### config.mk
export PLATFORM = sky130hd
export DESIGN_NAME = ispe_scale
export DESIGN_NICKNAME = d
export VERILOG_FILES = /design/src/ispe_pkg.sv /design/src/ispe_scale.sv
export SDC_FILE = /design/constraint.sdc
export NUM_CORES = 1
export LEC_CHECK = 0
export BUFFER_PORTS_ARGS = -buffer_cell sky130_fd_sc_hd__buf_2
export CAP_MARGIN = 10
export CELL_PAD_IN_SITES_DETAIL_PLACEMENT = 0
export CELL_PAD_IN_SITES_GLOBAL_PLACEMENT = 2
export CORE_UTILIZATION = 44
export CTS_CLUSTER_SIZE = 24
export DETAILED_ROUTE_END_ITERATION = 10
export PLACE_DENSITY_LB_ADDON = 0.1
export SLEW_MARGIN = 20
export SYNTH_ARGS = -nofsm -noshare
export SYNTH_HDL_FRONTEND = slang
export SYNTH_SLANG_ARGS = --single-unit
### constraint.sdc
create_clock -name clock -period 11.1 [get_ports clock]
set_input_delay 1.665 -clock clock [delete_from_list [all_inputs] [get_ports clock]]
set_output_delay 1.665 -clock clock [all_outputs]
set_load 0.005 [all_outputs]
### src/ispe_pkg.sv
// Shared constants, types and helpers for the stable pitch estimator.
// Used by every module of the block; depends on nothing else.
package ispe_pkg;

   // Sample and configuration widths
   localparam int SAMPLE_BITS = 16;
   localparam int CSR_IDX_W = 1;
   localparam int CSR_DATA_W = 15;
   localparam int ROT_W = 15;
   localparam int TOL_W = 11;

   // Configuration register indexes
   localparam logic [CSR_IDX_W-1:0] REG_ROTATION_LIMIT = 1'd0;
   localparam logic [CSR_IDX_W-1:0] REG_FORCE_TOLERANCE = 1'd1;

   // Reset values of the configuration registers
   localparam logic [ROT_W-1:0] ROT_RESET = 15'd200;
   localparam logic [TOL_W-1:0] TOL_RESET = 11'd154;

   // Scaling ratios: accel 7808/15625, gyro 896/1125
   localparam int ACC_NUM = 7808;
   localparam int ACC_DEN = 15625;
   localparam int ACC_LIM = 16384;
   localparam int GYR_NUM = 896;
   localparam int GYR_DEN = 1125;
   localparam int GYR_LIM = 26100;

   // Squared ratio used by the one-g window test
   localparam logic [27:0] NUM2 = 28'd244140625;
   localparam logic [25:0] DEN2 = 26'd60964864;

   // Square root and CORDIC sizing
   localparam int SQ_W = 32;
   localparam int SQRT_STEPS = 16;
   localparam int CW = 27;
   localparam int ZW = 33;
   localparam int TABLE_LEN = 24;
   localparam int CORDIC_STAGES_DEF = 16;

   // Arc tangent of 2^-i with a quarter turn equal to 2^30
   localparam logic signed [ZW-1:0] ATAN_TAB [0:TABLE_LEN-1] = '{
      33'sd536870912, 33'sd316933407, 33'sd167458908, 33'sd85004756,
      33'sd42667332, 33'sd21354465, 33'sd10679838, 33'sd5340245,
      33'sd2670163, 33'sd1335087, 33'sd667544, 33'sd333772,
      33'sd166886, 33'sd83443, 33'sd41722, 33'sd20861,
      33'sd10430, 33'sd5215, 33'sd2608, 33'sd1304,
      33'sd652, 33'sd326, 33'sd163, 33'sd81
   };

   // State handed from one square root cell to the next
   typedef struct packed {
      logic [SQ_W-1:0] rem;
      logic [SQ_W-1:0] root;
   } sq_type;

   // State handed from one CORDIC cell to the next
   typedef struct packed {
      logic signed [CW-1:0] x;
      logic signed [CW-1:0] y;
      logic signed [ZW-1:0] z;
   } cor_type;

   // Magnitude of a signed sample; the most negative value maps to 2^15.
   function automatic logic [SAMPLE_BITS-1:0] mag16(logic signed [SAMPLE_BITS-1:0] v);
      mag16 = v[SAMPLE_BITS-1] ? SAMPLE_BITS'(-v) : SAMPLE_BITS'(v);
   endfunction

endpackage

### src/ispe_scale.sv
// One channel of the count scaler: rounds |count| * NUM / DEN, saturates, restores sign.
// Three register stages; depends on ispe_pkg.
module ispe_scale #(
   parameter int NUM = ispe_pkg::ACC_NUM,
   parameter int DEN = ispe_pkg::ACC_DEN,
   parameter int LIM = ispe_pkg::ACC_LIM
) (
   input  logic                                    clock,
   input  logic                                    en,
   input  logic signed [ispe_pkg::SAMPLE_BITS-1:0] sample,
   output logic signed [ispe_pkg::SAMPLE_BITS-1:0] result
);
   import ispe_pkg::*;

   localparam int NW = 30;
   localparam int RW = 30;
   localparam int QW = 16;
   localparam int SHIFT = 40;
   localparam longint D2 = 2 * DEN;
   localparam logic [RW-1:0] RECIP = RW'((64'd1 << SHIFT) / D2);

   logic [NW-1:0] n1_ff, n1_in, n2_ff, rem;
   logic          neg1_ff, neg2_ff;
   logic [QW-1:0] q0_ff, q0_in, q, qs;
   logic [NW+RW-1:0] prod;
   logic signed [SAMPLE_BITS-1:0] result_ff, result_in;

   // Stage one: numerator 2*|v|*NUM + DEN so that the floor division rounds.
   assign n1_in = NW'(NW'(mag16(sample)) * NW'(2 * NUM)) + NW'(DEN);

   // Stage two: quotient estimate from the reciprocal, low by at most one.
   assign prod = NW'(n1_ff) * (NW + RW)'(RECIP);
   assign q0_in = QW'(prod >> SHIFT);

   // Stage three: one correction step, saturation and sign.
   always_comb begin
      rem = n2_ff - NW'(NW'(q0_ff) * NW'(D2));
      q = (rem >= NW'(D2)) ? q0_ff + QW'(1) : q0_ff;
      qs = (q > QW'(LIM)) ? QW'(LIM) : q;
      result_in = neg2_ff ? -$signed(qs) : $signed(qs);
   end

   always_ff @(posedge clock) begin
      if (en) begin
         n1_ff <= n1_in;
         neg1_ff <= sample[SAMPLE_BITS-1];
         n2_ff <= n1_ff;
         neg2_ff <= neg1_ff;
         q0_ff <= q0_in;
         result_ff <= result_in;
      end
   end

   assign result = result_ff;

endmodule

==> impl_metrics.ini <==
[clocking]
clock_sinks = 78
hold_buffers = 0
cts_buffers = 9
post_cts_resized = 0
cts_setup_buffers = 0
cts_buffer_depth = 2
tritoncts = built
insertion_delay_ns = 0.38
clk_pin_slew_worst_paths_ns = 0.07
ctsHtreeMaxLevel = 3
clockRootBuffer = clkbuf_16

[grt]
grt_start_max_net_pins = 79
overflow = 0
antenna_found_initial = 0
track_usage = 0.210
grt_pass1_wl_um = 76500
grt_pass1_vias = 14600

[synth]
netlist_area_um2 = 20500
synth-edff-count = 78
seq_area_frac_synth = 0.114
synth_flop_cell = edfxtp_1
synthArstFlopShare = 0
yosysUniqueCellTypes = 79
ys.warnings.count = 0
ys_ff_latch = 78
postSynthCellCount = 2032
synth.avg_cell_area_um2 = 10.1
synth_nets = 2771

[min_path]
hp-start = neg1_ff
hp-class = flop to flop

[worst_setup_path]
cp.required_ns = 11.21
max_stage_delay_ns = 0.60
crit_type = flop to flop
crit_start = q0_ff[1]
r2r-start = q0_ff[1]
cp.arrival_ns = 10.39
cp_slowest_cell = edfxtp_1
startpoint_type = flop
endpoint_kind = flop
cp_max_fo = 12

[place]
place_ws_ns = 0.772
place_congestion = 0.826
placed_area_um2 = 21500
port_buffers = 33
dp_hpwl_um = 39900

[detailed_routing]
wire_per_inst_um = 17.1
vias = 13600
ant_nets = 0
drc = 0
first_pass_iters = 5
via_per_inst = 5.07
wirelength_um = 45900
drt_iter0_markers = 461

[die]
initial_core_util = 0.449
ios = 34
fp.coreArea_um2 = 45700
die-area_um2 = 47500
fp-row-count = 78
die_h_um = 218
dieWidth_um = 218

[cells_and_area]
final_net_count = 2819
layout-drive-gt1-share = 0.0475
final_common_cell = inv_1
antenna_cells = 0
final_cell_area_um2 = 21800
area_growth_pct = 6.20
mostFrequentLayoutCells = inv_1, ha_1, fa_1

[sta]
hold_viol = 0
finalSetupViolCount = 0
timing.fmax_mhz = 97.2
layout_min_cycle_time_ns = 10.28
slew_headroom = 0.164
tightest_slew_ns = 1.25
finalCritPeriodShare = 0.926
report.final.slew_viol_count = 0
setup_ws_ns = 0.816
rsz0062_at_grt = false
fin_skew_ns = 0.0170
finalSetupTns_ns = 0

[job]
cap_violations = 0

[status]
status = completed
-- Yosys cell counts, types with 5 or more instances --
cell type,n,share of area
o21bai_1,10,0.0037
nand2_1,67,0.012
nor4_1,6,0.0018
nand2b_1,19,0.0058
a211o_1,5,0.0021
nor3_1,18,0.0044
o41ai_1,7,0.0030
or3_1,5,0.0015
inv_1,530,0.097
mux2i_1,5,0.0024
nand3_1,28,0.0068
a2111oi_0,5,0.0021
or2_2,8,0.0024
xor2_1,45,0.019
nand4_1,6,0.0018
a21o_1,40,0.015
o21a_1,8,0.0029
nor2b_1,10,0.0031
o211ai_1,6,0.0022
o21ai_0,45,0.011
fa_1,330,0.32
o31ai_1,10,0.0037
a211oi_1,10,0.0037
ha_1,391,0.24
nor2_1,58,0.011
xnor2_1,88,0.038
a21oi_1,75,0.018
and3_1,11,0.0034
clkbuf_1,11,0.0020
a31oi_1,11,0.0034
edfxtp_1,78,0.11
-- routing by layer --
layer  track usage  share of wire
met2         0.345           0.47
met3        0.0296          0.029
met1         0.286           0.47
met4        0.0632          0.026
met5             0              0
-- worst paths after layout --
kind                            cells past startpoint         end  slack (ns)
worst max register to register                     37  result[12]        0.82
worst max-delay path                               37  result[12]        0.82
worst min-delay path                                0     neg2_ff        0.48
worst min register to register                      0     neg2_ff        0.48
-- through the flow --
| stage | util | hold slack (ns) | instances |
|---|---|---|---|
| floorplan | - | 0.400 | 2032 |
| global placement | 0.471 | 0.478 | 2669 |
| detailed placement | 0.471 | 0.475 | 2669 |
| CTS | 0.477 | 0.473 | 2685 |
| global route | 0.477 | 0.488 | 2685 |
| finish | 0.477 | 0.478 | 2685 |
-- logic make-up (layout without fill, tap and decap cells) --
group	after synthesis	count (layout)	share of synthesized area
adder cells (fa/ha/maj)	721	721	0.561
AO/OA/AOI/OAI	279	279	0.0927
flip-flops	78	78	0.114
AND/OR/NAND/NOR	262	262	0.0669
buffers and inverters	546	599	0.101
multiplexers	9	9	0.00464
XOR/XNOR	137	137	0.0600
-- flip-flops by register name, summed over array words and instances, names as in the netlist --
name     cells
n1_ff       22
n2_ff       22
neg1_ff      1
neg2_ff      1
q0_ff       16
result      16
-- final cells by class --
type                       instances  area, um^2
clock buffer                      11         233
fill                            4388       23900
timing repair buffer              53         322
clock inverter                     5        36.3
inverter                         530        1990
multi-input combinational       1408       16100
tap                              600         751
sequential                        78        2340
-- worst max-delay path: cells and delay by family, from the launching register on --
family | cells | cell delay (ns)
buf+inv | 6 | 0.72
xor+xnor | 1 | 0.20
fa+ha+maj | 9 | 3.80
compound gates | 11 | 2.50
flops | 1 | 0.60
simple gates | 10 | 2.19
Power is not shown: default switching activity piles up to over one toggle a cycle in this logic, so the estimate is an artifact.
