--- config.mk ---
export PLATFORM = sky130hd
export DESIGN_NAME = ispe_cordic_cell
export DESIGN_NICKNAME = d
export VERILOG_FILES = /design/src/ispe_pkg.sv /design/src/ispe_cordic_cell.sv
export SDC_FILE = /design/constraint.sdc
export NUM_CORES = 1
export LEC_CHECK = 0
export BUFFER_PORTS_ARGS = -buffer_cell sky130_fd_sc_hd__buf_2
export CAP_MARGIN = 0
export CELL_PAD_IN_SITES_DETAIL_PLACEMENT = 1
export CELL_PAD_IN_SITES_GLOBAL_PLACEMENT = 1
export CORE_MARGIN = 2
export CORE_UTILIZATION = 45
export DETAILED_ROUTE_END_ITERATION = 10
export GPL_ROUTABILITY_DRIVEN = 0
export PLACE_DENSITY_LB_ADDON = 0.05
export SETUP_SLACK_MARGIN = 0.5
export SYNTH_ARGS = -nofsm -noshare
export SYNTH_HDL_FRONTEND = slang
export SYNTH_SLANG_ARGS = --single-unit
--- constraint.sdc ---
create_clock -name clock -period 5.1 [get_ports clock]
set_input_delay 0.255 -clock clock [delete_from_list [all_inputs] [get_ports clock]]
set_output_delay 0.255 -clock clock [all_outputs]
set_load 0.02 [all_outputs]
--- src/ispe_pkg.sv ---
// Shared constants, types and helpers for the stable pitch estimator.
// Used by every module of the block; depends on nothing else.
package ispe_pkg;

   // Sample and configuration widths
   localparam int SAMPLE_BITS = 16;
   localparam int CSR_IDX_W = 1;
   localparam int CSR_DATA_W = 15;
   localparam int ROT_W = 15;
   localparam int TOL_W = 11;

   // Configuration register indexes
   localparam logic [CSR_IDX_W-1:0] REG_ROTATION_LIMIT = 1'd0;
   localparam logic [CSR_IDX_W-1:0] REG_FORCE_TOLERANCE = 1'd1;

   // Reset values of the configuration registers
   localparam logic [ROT_W-1:0] ROT_RESET = 15'd200;
   localparam logic [TOL_W-1:0] TOL_RESET = 11'd154;

   // Scaling ratios: accel 7808/15625, gyro 896/1125
   localparam int ACC_NUM = 7808;
   localparam int ACC_DEN = 15625;
   localparam int ACC_LIM = 16384;
   localparam int GYR_NUM = 896;
   localparam int GYR_DEN = 1125;
   localparam int GYR_LIM = 26100;

   // Squared ratio used by the one-g window test
   localparam logic [27:0] NUM2 = 28'd244140625;
   localparam logic [25:0] DEN2 = 26'd60964864;

   // Square root and CORDIC sizing
   localparam int SQ_W = 32;
   localparam int SQRT_STEPS = 16;
   localparam int CW = 27;
   localparam int ZW = 33;
   localparam int TABLE_LEN = 24;
   localparam int CORDIC_STAGES_DEF = 16;

   // Arc tangent of 2^-i with a quarter turn equal to 2^30
   localparam logic signed [ZW-1:0] ATAN_TAB [0:TABLE_LEN-1] = '{
      33'sd536870912, 33'sd316933407, 33'sd167458908, 33'sd85004756,
      33'sd42667332, 33'sd21354465, 33'sd10679838, 33'sd5340245,
      33'sd2670163, 33'sd1335087, 33'sd667544, 33'sd333772,
      33'sd166886, 33'sd83443, 33'sd41722, 33'sd20861,
      33'sd10430, 33'sd5215, 33'sd2608, 33'sd1304,
      33'sd652, 33'sd326, 33'sd163, 33'sd81
   };

   // State handed from one square root cell to the next
   typedef struct packed {
      logic [SQ_W-1:0] rem;
      logic [SQ_W-1:0] root;
   } sq_type;

   // State handed from one CORDIC cell to the next
   typedef struct packed {
      logic signed [CW-1:0] x;
      logic signed [CW-1:0] y;
      logic signed [ZW-1:0] z;
   } cor_type;

   // Magnitude of a signed sample; the most negative value maps to 2^15.
   function automatic logic [SAMPLE_BITS-1:0] mag16(logic signed [SAMPLE_BITS-1:0] v);
      mag16 = v[SAMPLE_BITS-1] ? SAMPLE_BITS'(-v) : SAMPLE_BITS'(v);
   endfunction

endpackage

--- src/ispe_cordic_cell.sv ---
// One vectoring CORDIC micro-rotation, registered.
// A row of these cells drives y toward zero and sums the angle; depends on ispe_pkg.
module ispe_cordic_cell #(
   parameter int IDX = 0
) (
   input  logic              clock,
   input  logic              en,
   input  ispe_pkg::cor_type cell_in,
   output ispe_pkg::cor_type cell_out
);
   import ispe_pkg::*;

   cor_type              state_ff, state_in;
   logic signed [CW-1:0] xv, yv, xs, ys;
   logic signed [ZW-1:0] zv;

   // Rotate against the sign of y and accumulate the matching angle.
   always_comb begin
      xv = cell_in.x;
      yv = cell_in.y;
      zv = cell_in.z;
      xs = xv >>> IDX;
      ys = yv >>> IDX;
      if (yv > 0) begin
         state_in.x = xv + ys;
         state_in.y = yv - xs;
         state_in.z = zv + ATAN_TAB[IDX];
      end else begin
         state_in.x = xv - ys;
         state_in.y = yv + xs;
         state_in.z = zv - ATAN_TAB[IDX];
      end
   end

   always_ff @(posedge clock) begin
      if (en) begin
         state_ff <= state_in;
      end
   end

   assign cell_out = state_ff;

endmodule

==> results.yml <==
run_status:
  status: "completed"
clock_tree:
  clk_path_buf_depth: 2
  numCtsBuffers: 9
  cts.sinks: 86
  cts_tree: "built"
  cts_setup_buffers: 0
  ctsResizeCount: 0
  cts_root_buf: "clkbuf_16"
  cts.clk_slew.worst_paths_ns: 0.07
  cts_max_level: 3
  cts_hold_buf: 0
global_route:
  grt_pass1_vias: 7221
  grt_start_max_net_pins: 61
  grt-ovfl-total: 0
  grt_pass1_wl_um: 39990
  grt_usage_pct: 28.78
  antenna_found_initial: 0
final_layout:
  multi_input_area_mm2: 0.004449
  finish.utilization_pct: 53.62
  largest_register_ffs: 86
  layout.nets: 1156
  final_cell_area_mm2: 0.008830
  drive_gt1_share_pct: 22.27
  syn2layout_area_growth_pct: 17.21
  antennaDiodeCount: 0
  nFillCells: 2003
  regArea_mm2: 0.002582
yosys:
  synth_cells: 822
  synth_top_area_share_pct: 34.28
  synth_nets: 1004
  syn_area_mm2: 0.007533
  synth-edff-count: 86
  synthTopCellsByCount: "a21oi_1, ha_1, edfxtp_1"
  ys_warn_count: 0
  synth_cell_types: 73
  synth.avg_cell_area_um2: 9.165
  synthTopCellsByArea: "edfxtp_1, ha_1, a21oi_1"
  yosys_register_bits: 86
  ys_seq_area_share_pct: 34.28
  synthArstFlopShare_pct: 0
  yosysTopAreaCell: "edfxtp_1"
  synth-main-ff-cell: "edfxtp_1"
setup_path:
  worstPathArrival_ns: 3.12
  cp-start-kind: "input port"
  path_max_fanout: 9
  crit_path_frequent_cell: "inv_1"
  crit_type: "in -> reg"
  max_stage_delay_ns: 0.51
  path_cells: "buf_2 > inv_1 > ha_1 > inv_1 > o221ai_1 > a21oi_1 > a211oi_1 > a21bo_2 > o21ai_0 > a221oi_1 > xnor2_1"
  endpoint_kind: "flip-flop"
  crit_required_ns: 5.20
  crit_start: "cell_in[36]"
  cp-endpoint: "cell_out[55]"
  slowest_stage: "a211oi_1"
worst_hold_path:
  min_path_type: "in -> reg"
placement:
  placed_cell_area_mm2: 0.008531
  io_buffers: 175
  dpl.hpwl_um: 20270
die:
  num_io_pins: 176
  start_util_pct: 45.75
  dieWidth_um: 133.4
  core_mm2: 0.01647
  rows: 47
  die_area_mm2: 0.01779
  die_h_um: 133.4
power:
  powerDensity_mw_per_mm2: 285.3
  p_int_w: 0.001571
  p_leak_nw: 3.990
  netSwitchingFraction_pct: 37.63
  seqPwrFrac_pct: 37.0
  p_switching_w: 0.0009480
  ir_worst_vdd_mv: 0.1700
  combPwrFrac_pct: 36.3
  clockPowerShare_pct: 26.7
sta:
  max-slew-margin-rel_pct: 48.20
  period_minus_slack_ns: 3.016
  hold-worst-slack_ns: 0.06598
  finalHoldViolations: 0
  fmaxAchievable_mhz: 331.6
  slew_viol_final: 0
  timing.final.crit_share_pct: 59.14
  tightest_slew_ns: 0.7699
  final.setup.tns_ns: 0
  rsz0062_at_grt: "no"
  finalSetupViolCount: 0
detailed_routing:
  via_per_inst: 5.860
  drc: 0
  wl_per_cell_um: 21.21
  drt-initial-drc-count: 468
  vias: 7026
  dr.pass1.iters: 4
  antenna_left: 0
  routed_wl_um: 25430
job:
  max_cap_viol_count: 0
-- logic make-up after synthesis --
| logic type | Yosys count | synth area share (%) |
|---|---|---|
| AO/OA/AOI/OAI | 251 | 22.24 |
| AND/OR/NAND/NOR | 209 | 13.75 |
| adder cells (fa/ha/maj) | 93 | 15.84 |
| flip-flops | 86 | 34.28 |
| multiplexers | 8 | 1.063 |
| buffers and inverters | 122 | 6.660 |
| XOR/XNOR | 53 | 6.162 |
-- worst min path at each step --
stage,cells past startpoint,startpoint,slack [ns],endpoint
6_report,1,cell_in[20],0.07,cell_out[20]
5_1_grt,1,cell_in[16],0.06,cell_out[16]
4_1_cts,1,cell_in[4],0.06,cell_out[4]
3_5_place_dp,1,cell_in[4],0.44,cell_out[4]
3_3_place_gp,1,cell_in[18],0.43,cell_out[18]
2_1_floorplan,0,cell_in[0],0.35,cell_out[0]
-- routing by layer --
| layer | global-route usage (%) | part of all wire [%] | routed length, µm | vias up |
|---|---|---|---|---|
| li1 | - | - | - | 3247 |
| met4 | 9.634 | 2.6 | 672 | 0 |
| met2 | 49.03 | 48 | 12200 | 282 |
| met5 | 0 | 0 | 0 | - |
| met1 | 37.37 | 43 | 11040 | 3448 |
| met3 | 4.604 | 5.9 | 1511 | 49 |
-- stage by stage --
stage,std cells,power [W],setup slack [ns]
after detailed placement,1183,0.001849,1.839
after global routing,1199,0.002640,1.935
final,1199,0.002519,2.084
after floorplan,822,0.001539,2.480
after global placement,1183,0.001823,1.957
after CTS,1199,0.002524,2.188
-- placed cells by master, fill, tap and decap left out, types with 3 or more instances in the layout --
cell type	synthesis	final
o2111ai_1	3	3
a31oi_1	6	6
ha_1	89	89
a21oi_1	89	89
o21ba_2	4	4
o21bai_1	12	12
or2_2	7	7
xnor2_1	40	40
a211oi_1	9	9
edfxtp_1	86	86
buf_4	5	5
nand2_1	42	42
o21ai_0	47	47
nor4_1	11	11
inv_1	83	82
nand3_1	16	16
buf_2	14	174
nor2b_1	7	7
o21a_1	5	5
xor2_1	13	13
nand4_1	6	6
fa_1	4	4
nor3_1	24	24
a211o_1	3	3
and2_1	4	4
nand2b_1	5	5
o211ai_1	8	8
clkbuf_16	0	9
nand3b_1	4	4
and3_1	4	4
or3_1	6	6
o221ai_1	4	4
nor2_1	61	61
a21o_1	23	23
mux2i_1	8	8
a221o_1	4	4
o31ai_1	6	6
-- worst max-delay path: cells and delay by family --
family	cells	cell delay (ns)
AOI/OAI and AO/OA	6	1.87
xor gates and xnor gates	1	0.10
adders and majority gates	1	0.47
buffers and inverters	3	0.41
-- layout make-up --
| cell class | count | area share, % |
|---|---|---|
| Timing Repair Buffer | 179 | 10.29 |
| Multi-Input combinational cell | 614 | 50.39 |
| Tap cell | 220 | 3.117 |
| Clock inverter | 7 | 0.8360 |
| Inverter | 84 | 3.571 |
| Sequential cell | 86 | 29.25 |
| Clock buffer | 9 | 2.551 |
-- power by group through the flow --
stage | combinational, W | clock, W | sequential (W)
floorplan | 0.000463 | 0 | 0.00108
global placement | 0.000879 | 0 | 0.000944
detailed placement | 0.000901 | 0 | 0.000948
CTS | 0.000908 | 0.000682 | 0.000934
global route | 0.000989 | 0.000710 | 0.000941
finish | 0.000915 | 0.000672 | 0.000932
No activity file was read; power rests on OpenSTA's default activity.
