[config.mk]
export PLATFORM = sky130hd
export DESIGN_NAME = ispe_sqrt_cell
export DESIGN_NICKNAME = d
export VERILOG_FILES = /design/src/ispe_pkg.sv /design/src/ispe_sqrt_cell.sv
export SDC_FILE = /design/constraint.sdc
export NUM_CORES = 1
export LEC_CHECK = 0
export BUFFER_PORTS_ARGS = -buffer_cell sky130_fd_sc_hd__buf_2
export CAP_MARGIN = 20
export CORE_ASPECT_RATIO = 0.6
export CORE_MARGIN = 4
export CORE_UTILIZATION = 42
export DETAILED_ROUTE_END_ITERATION = 16
export PLACE_DENSITY = 0.78
export SETUP_SLACK_MARGIN = 0.5
export SYNTH_ARGS = -nofsm -noshare
export SYNTH_HDL_FRONTEND = slang
export SYNTH_SLANG_ARGS = --single-unit
[constraint.sdc]
create_clock -name clock -period 3.49 [get_ports clock]
set_clock_uncertainty 0.05 [all_clocks]
set_input_delay 0.1745 -clock clock [delete_from_list [all_inputs] [get_ports clock]]
set_output_delay 0.1745 -clock clock [all_outputs]
set_load 0.02 [all_outputs]
[src/ispe_pkg.sv]
// Shared constants, types and helpers for the stable pitch estimator.
// Used by every module of the block; depends on nothing else.
package ispe_pkg;

   // Sample and configuration widths
   localparam int SAMPLE_BITS = 16;
   localparam int CSR_IDX_W = 1;
   localparam int CSR_DATA_W = 15;
   localparam int ROT_W = 15;
   localparam int TOL_W = 11;

   // Configuration register indexes
   localparam logic [CSR_IDX_W-1:0] REG_ROTATION_LIMIT = 1'd0;
   localparam logic [CSR_IDX_W-1:0] REG_FORCE_TOLERANCE = 1'd1;

   // Reset values of the configuration registers
   localparam logic [ROT_W-1:0] ROT_RESET = 15'd200;
   localparam logic [TOL_W-1:0] TOL_RESET = 11'd154;

   // Scaling ratios: accel 7808/15625, gyro 896/1125
   localparam int ACC_NUM = 7808;
   localparam int ACC_DEN = 15625;
   localparam int ACC_LIM = 16384;
   localparam int GYR_NUM = 896;
   localparam int GYR_DEN = 1125;
   localparam int GYR_LIM = 26100;

   // Squared ratio used by the one-g window test
   localparam logic [27:0] NUM2 = 28'd244140625;
   localparam logic [25:0] DEN2 = 26'd60964864;

   // Square root and CORDIC sizing
   localparam int SQ_W = 32;
   localparam int SQRT_STEPS = 16;
   localparam int CW = 27;
   localparam int ZW = 33;
   localparam int TABLE_LEN = 24;
   localparam int CORDIC_STAGES_DEF = 16;

   // Arc tangent of 2^-i with a quarter turn equal to 2^30
   localparam logic signed [ZW-1:0] ATAN_TAB [0:TABLE_LEN-1] = '{
      33'sd536870912, 33'sd316933407, 33'sd167458908, 33'sd85004756,
      33'sd42667332, 33'sd21354465, 33'sd10679838, 33'sd5340245,
      33'sd2670163, 33'sd1335087, 33'sd667544, 33'sd333772,
      33'sd166886, 33'sd83443, 33'sd41722, 33'sd20861,
      33'sd10430, 33'sd5215, 33'sd2608, 33'sd1304,
      33'sd652, 33'sd326, 33'sd163, 33'sd81
   };

   // State handed from one square root cell to the next
   typedef struct packed {
      logic [SQ_W-1:0] rem;
      logic [SQ_W-1:0] root;
   } sq_type;

   // State handed from one CORDIC cell to the next
   typedef struct packed {
      logic signed [CW-1:0] x;
      logic signed [CW-1:0] y;
      logic signed [ZW-1:0] z;
   } cor_type;

   // Magnitude of a signed sample; the most negative value maps to 2^15.
   function automatic logic [SAMPLE_BITS-1:0] mag16(logic signed [SAMPLE_BITS-1:0] v);
      mag16 = v[SAMPLE_BITS-1] ? SAMPLE_BITS'(-v) : SAMPLE_BITS'(v);
   endfunction

endpackage

[src/ispe_sqrt_cell.sv]
// One step of the restoring integer square root, registered.
// A row of these cells forms the root pipeline; depends on ispe_pkg.
module ispe_sqrt_cell #(
   parameter int STEP = 0
) (
   input  logic             clock,
   input  logic             en,
   input  ispe_pkg::sq_type cell_in,
   output ispe_pkg::sq_type cell_out
);
   import ispe_pkg::*;

   localparam logic [SQ_W-1:0] BIT = SQ_W'(1) << (SQ_W - 2 - 2 * STEP);

   sq_type          state_ff, state_in;
   logic [SQ_W-1:0] trial;

   // Subtract the trial value when it fits and fold the bit into the root.
   always_comb begin
      trial = cell_in.root + BIT;
      if (cell_in.rem >= trial) begin
         state_in.rem = cell_in.rem - trial;
         state_in.root = (cell_in.root >> 1) + BIT;
      end else begin
         state_in.rem = cell_in.rem;
         state_in.root = cell_in.root >> 1;
      end
   end

   always_ff @(posedge clock) begin
      if (en) begin
         state_ff <= state_in;
      end
   end

   assign cell_out = state_ff;

endmodule

==> impl_metrics.tcl, run 1 <==
set metrics [dict create \
    wl_um 12600 \
    ys.flop_type "edfxtp_1" \
    portBuffers 129 \
    cts_tree "built" \
    status "finished, final reports clean" \
    grt_max_degree 37 \
    final_nets 710 \
    seqCellArea_um2 1920 \
    vdd_ir_drop_max_mv 0.249 \
    dr_wl_met2_um 5120 \
    start_util 0.436 \
    rsz0062_at_grt "true" \
    finalSetupViolCount 0 \
    arrival_ns 2.97 \
    top_layer_used "met4" \
    dieWidth_um 139 \
    place_inst 697 \
    gp_congestion 0.876 \
    cp.required_ns 3.52 \
    core_area_um2 9980 \
    final_max_slew_viol_count 0 \
    die_area_um2 12100 \
    viasPerCell 5.33 \
    holdCritPathClass "in2reg" \
    fin_total_pwr_w 0.00270 \
    grt_pass1_vias 3899 \
    crit_path_start "cell_in[27]" \
    async_flop_share 0 \
    fin_area_um2 5770 \
    via_count 4005 \
    crit_fanout 10 \
    hold_viol 0 \
    endpoint "cell_out[57]" \
    pre_cts_ws_ns 0.453 \
    seq_area_frac_synth 0.442 \
    netlist_area_um2 4350 \
    ant_nets 0 \
    finalCritPeriodShare 0.843 \
    h-tree-depth 3 \
    worst_slack_ns 0.549 \
    p_per_area_nw_per_um2 468 \
    cts_buffer_depth 2 \
    antenna_found_initial 1 \
    leakagePower_nw 2.63 \
    num_rows 28 \
    synth.net_count 541 \
    drc_errors 0 \
    dpl.hpwl_um 9200 \
    route.met3.wl_um 1180 \
    drt-met1-wl_um 6120 \
    wire_per_inst_um 16.7 \
    ys_seq_elements 64 \
    startpoint_type "input port" \
    end_kind "register" \
    finalCriticalPeriod_ns 2.94 \
    cts_made_buffers 9 \
    stdcell_count 752 \
    ctsRootBufferMaster "clkbuf_16" \
    largest_reg_flops 64 \
    synth_warnings 0 \
    ios 130 \
    grt.total_usage 0.207 \
    synth_cells 442 \
    fillerInstances 915 \
    maxSlewHeadroom 0.457 \
    drtPass1Iterations 5 \
    tightest_slew_ns 0.815 \
    tns_ns 0 \
    multi_input_area_um2 2200 \
    ys_types 58 \
    path_class "in2reg" \
    layout-drive-gt1-share 0.291 \
    grt_pass1_wl_um 19900 \
    synth_edf_count 64 \
    detail_route.iter0.violations 289 \
    clkTransAtPathRegs_ns 0.05 \
    place_area_um2 5100 \
    syn2layout_area_growth_pct 32.6 \
    die_h_um 86.9 \
    fmax_ghz 0.340 \
    grt.overflow.total 0 \
    avgSynthCellArea_um2 9.85 \
    max_cap_violations 0 \
    cts.sinks 64 \
]
[cell type report]
class	count	share of cell area
clock buffer	9	0.0390
multi-input combinational	324	0.381
antenna	2	0.000867
sequential	64	0.333
timing repair buffer	171	0.179
clock inverter	6	0.0106
inverter	41	0.0267
tap	135	0.0293
[Yosys cell counts, drive strengths merged, types with 4 or more instances]
cell type  instances  area share
a31oi              8       0.011
nand4              6      0.0086
o21a               4      0.0069
a211oi             7       0.012
and3               9       0.013
nor3               4      0.0046
nor2b              6      0.0086
nand3             12       0.014
ha                32       0.092
o21ai             20       0.023
nor2              43       0.037
edfxtp            64        0.44
buf               11       0.021
xnor2             14       0.028
o21bai             4      0.0069
nand2b             4      0.0057
a21oi             44       0.056
xor2               9       0.018
a21o              14       0.024
inv               41       0.035
a21boi             6       0.011
nand2             39       0.034
[critical path, stage by stage]
cell	delay [ns]
dlygate4sd3_1	0.52
buf_2	0.11
inv_1	0.04
ha_1	0.38
nand4_1	0.13
inv_1	0.07
a211oi_1	0.31
o21ai_0	0.20
a21oi_2	0.33
and2_2	0.38
nor2_1	0.08
a32o_1	0.26
[worst min path at each step]
stage,end,depth (start not counted),start
after floorplan,cell_out[0],0,cell_in[1]
after global placement,cell_out[24],1,cell_in[25]
after detailed placement,cell_out[17],1,cell_in[18]
after CTS,cell_out[0],1,cell_in[1]
after global routing,cell_out[22],1,cell_in[23]
final,cell_out[22],1,cell_in[23]
[cells in the final DEF (no fill, tap or decap), types with 7 or more instances in the layout]
cell             n
xor2_1           9
buf_4           13
dlygate4sd3_1   28
clkbuf_16        9
nand2_1         38
and3_1           9
inv_1           41
a31oi_1          7
a211oi_1         7
nand3_1         12
xnor2_1         14
buf_2          129
edfxtp_1        64
a21o_1          14
ha_1            31
a21oi_1         39
nor2_1          43
o21ai_0         13
[cells by family (layout without fill, tap and decap cells)]
| group | count (synthesis) | count (layout) | synth area share |
|---|---|---|---|
| AND/OR/NAND/NOR | 135 | 136 | 0.149 |
| flip-flops | 64 | 64 | 0.442 |
| XOR/XNOR | 23 | 23 | 0.0463 |
| other | 0 | 2 | 0 |
| multiplexers | 1 | 1 | 0.00259 |
| buffers and inverters | 55 | 227 | 0.0592 |
| AO/OA/AOI/OAI | 131 | 131 | 0.205 |
| adder cells (fa/ha/maj) | 33 | 33 | 0.0966 |
[where the power goes]
group	internal, W	switching (W)
registers	0.000962	0.0000219
logic	0.000325	0.000510
clock network	0.000545	0.000336
[metal layers]
layer  track usage  vias up
met5             0        -
met4        0.0622        0
met3        0.0576       16
met2         0.292      171
met1         0.310     1853
li1              -     1965
[repair_timing]
| item | 4_1_cts | 5_1_grt |
|---|---|---|
| hold endpoints to repair | 28 | 0 |
| resized for setup | 0 | 7 |
| setup buffers | 0 | 9 |
| endpoints found under the setup margin | 0 | 27 |
| hold buffers | 28 | 0 |
[per-stage QoR]
stage / hold WS [ns] / util
3_3_place_gp: 0.318 / 0.511
2_1_floorplan: 0.223 / -
3_5_place_dp: 0.318 / 0.511
6_report: 0.0345 / 0.578
5_1_grt: 0.0258 / 0.577
4_1_cts: 0.0231 / 0.568
Note: power is estimated with default switching activity, not from simulation.
==> run 2: changes to the inputs <==
Settings changed: ABC_AREA set to 1, PLACE_DENSITY 0.78 to 0.79.
Clock period 3.49 ns to 2.7 ns, I/O delays scaled along.
==> run 2 against run 1 <==
- sequential share of layout area decreased by 3.6 points
- global-route usage rose by 0.60 points
- non-clock buffer count decreased by 10
- clock power is 26% higher
- design area up 12%
- final cell count grew 40%
- worst setup slack improved by 0.099 ns
- critical path depth increased by 3
- total power is 32% higher
- wire length is 18% higher
- sequential power increased by 29%
- critical endpoint is now cell_out[55]
==> impl_metrics.tcl, run 2 <==
set metrics [dict create \
    status "finished, final reports clean" \
    drc_errors 0 \
    die_area_um2 14000 \
    dieWidth_um 150 \
    die_h_um 93.2 \
    ys.flop_type "edfxtp_1" \
    cp.required_ns 2.86 \
    h-tree-depth 3 \
    pre_cts_ws_ns 0.236 \
    viasPerCell 4.76 \
    multi_input_area_um2 2510 \
    path_buf_inv 3 \
    maxSlewHeadroom 0.456 \
    ys_types 31 \
    ant_nets 0 \
    largest_reg_flops 64 \
    cts_made_buffers 9 \
    worst_slack_ns 0.648 \
    finalCritPeriodShare 0.760 \
    async_flop_share 0 \
    synth_cells 726 \
    slowest_stage "fa_1" \
    grt_max_degree 65 \
    finalSetupViolCount 0 \
    final_common_cell "nand2_1" \
    grt_pass1_wl_um 23100 \
    clkPwrFrac 0.312 \
    antenna_found_initial 0 \
    final_nets 992 \
    utilization 0.560 \
    synth.net_count 825 \
    netlist_area_um2 5090 \
    tns_ns 0 \
    detail_route.iter0.violations 420 \
    max_cap_violations 0 \
    critPathMaxStageDelay_ns 0.37 \
    arrival_ns 2.21 \
    core_area_um2 11600 \
    fillerInstances 1139 \
    synth_warnings 0 \
    dpl.hpwl_um 11400 \
    synth.largest_area_cell "edfxtp_1" \
    cts_resized 0 \
    crit_path_frequent_cell "nand2_1" \
    hold_viol 0 \
    p_int_w 0.00234 \
    ios 130 \
    hold_path_depth 3 \
    hp-start "cell_in[41]" \
    avgSynthCellArea_um2 7.01 \
    rsz0062_at_grt "false" \
    grt.overflow.total 0 \
    layout-drive-gt1-share 0.195 \
    ctsRootBufferMaster "clkbuf_16" \
    crit_path_start "cell_in[0]" \
    cts.sinks 64 \
    cpLargestDelayFamily "simple AND/OR/NAND/NOR gates" \
    via_count 5024 \
    ys_seq_elements 64 \
    ys_top_cells_by_area "edfxtp_1 (38%), nand2_1 (22%), inv_1 (12%)" \
    seq_area_frac_synth 0.378 \
    tightest_slew_ns 0.815 \
    pwr-share-seq 0.358 \
    drtPass1Iterations 4 \
    finalCriticalPeriod_ns 2.05 \
    portBuffers 129 \
    synth.most_common_cell "nand2_1" \
    synth_edf_count 64 \
    combPwrFrac 0.330 \
    n_antenna_cell 0 \
    end_kind "register" \
    start_util 0.440 \
    p_switching_w 0.00122 \
    clkTransAtPathRegs_ns 0.05 \
    startpoint_type "input port" \
    syn2layout_area_growth_pct 27.4 \
    critical_path_depth 15 \
    wire_per_inst_um 14.0 \
    path_class "in2reg" \
    synth_common_cells "nand2_1 (299), inv_1 (157), edfxtp_1 (64)" \
    final_cell_mix "nand2_1 (299), inv_1 (157), buf_2 (129), edfxtp_1 (64), nand3_1 (44)" \
    worst_hold_slack_ns 0.0306 \
    final_max_slew_viol_count 0 \
    wl_um 14800 \
    p_per_area_nw_per_um2 549 \
    fmax_ghz 0.487 \
    cts_buffer_depth 2 \
    gp_congestion 0.922 \
    vdd_ir_drop_max_mv 0.306 \
    cts_tree "built" \
    p_sw_frac 0.344 \
    crit_fanout 15 \
    grt.total_usage 0.213 \
    holdCritPathClass "in2reg" \
    leakagePower_nw 3.61 \
    grt_pass1_vias 4598 \
    seqCellArea_um2 1920 \
    num_rows 30 \
    synth_top_area_share 0.378 \
    crit_chain "buf_2 > ha_1 > fa_1 > inv_1 > nand2_1 > nand2_1 > nand3_1 > nand2_2 > nand2_1 > nand3_2 > nand2_2 > nand2_8 > buf_12 > nand3_1 > nand2_1" \
]
## run 2: cell types whose count changed after synthesis, sizes merged, moves of 13 or more
cell,delta
nand3,+34
inv,+118
a21o,-13
nand2,+275
a21oi,-26
o21ai,-17
## run 2: final cells by class
type                            count  area share
Multi-Input combinational cell    498       0.387
Clock buffer                        9      0.0348
Timing Repair Buffer              161       0.150
Sequential cell                    64       0.297
Tap cell                          160      0.0309
Clock inverter                      5     0.00772
Inverter                          159      0.0929
## run 2: through the flow
| stage | cells | instance area (µm²) | power [W] |
|---|---|---|---|
| finish | 1056 | 6480 | 0.00356 |
| global route | 1056 | 6480 | 0.00376 |
| CTS | 1054 | 6450 | 0.00354 |
| detailed placement | 1010 | 5870 | 0.00240 |
| global placement | 1010 | 5870 | 0.00238 |
| floorplan | 726 | 5090 | 0.00206 |
## run 2: metal layers
metal,part of all wire,wire length [µm],track usage,up-vias
li1,-,-,-,2563
met1,0.53,7790,0.337,2247
met2,0.36,5300,0.282,196
met3,0.10,1550,0.0586,18
met4,0.011,167,0.0487,0
met5,0,0,0,-
## run 2: path summary, 6_finish.rpt
path      endpoint  slack (ns)
min   cell_out[41]        0.03
max   cell_out[55]        0.65
## run 2: cell families after synthesis
family          share of synthesized area
compound gates                     0.0295
buf+inv                             0.132
simple gates                        0.353
fa+ha+maj                          0.0827
flops                               0.378
xor+xnor                           0.0258
## run 2: what timing repair did
action                                  4_1_cts  5_1_grt
hold buffers                                 30        0
setup buffers                                 0        1
hold endpoints to repair                     30        0
endpoints found under the setup margin        0       31
## run 2: power groups by stage
stage	clock network [W]	registers, W	logic (W)
after floorplan	0	0.00146	0.000606
after global placement	0	0.00129	0.00109
after detailed placement	0	0.00129	0.00111
after CTS	0.00112	0.00127	0.00114
after global routing	0.00118	0.00129	0.00130
final	0.00111	0.00127	0.00118
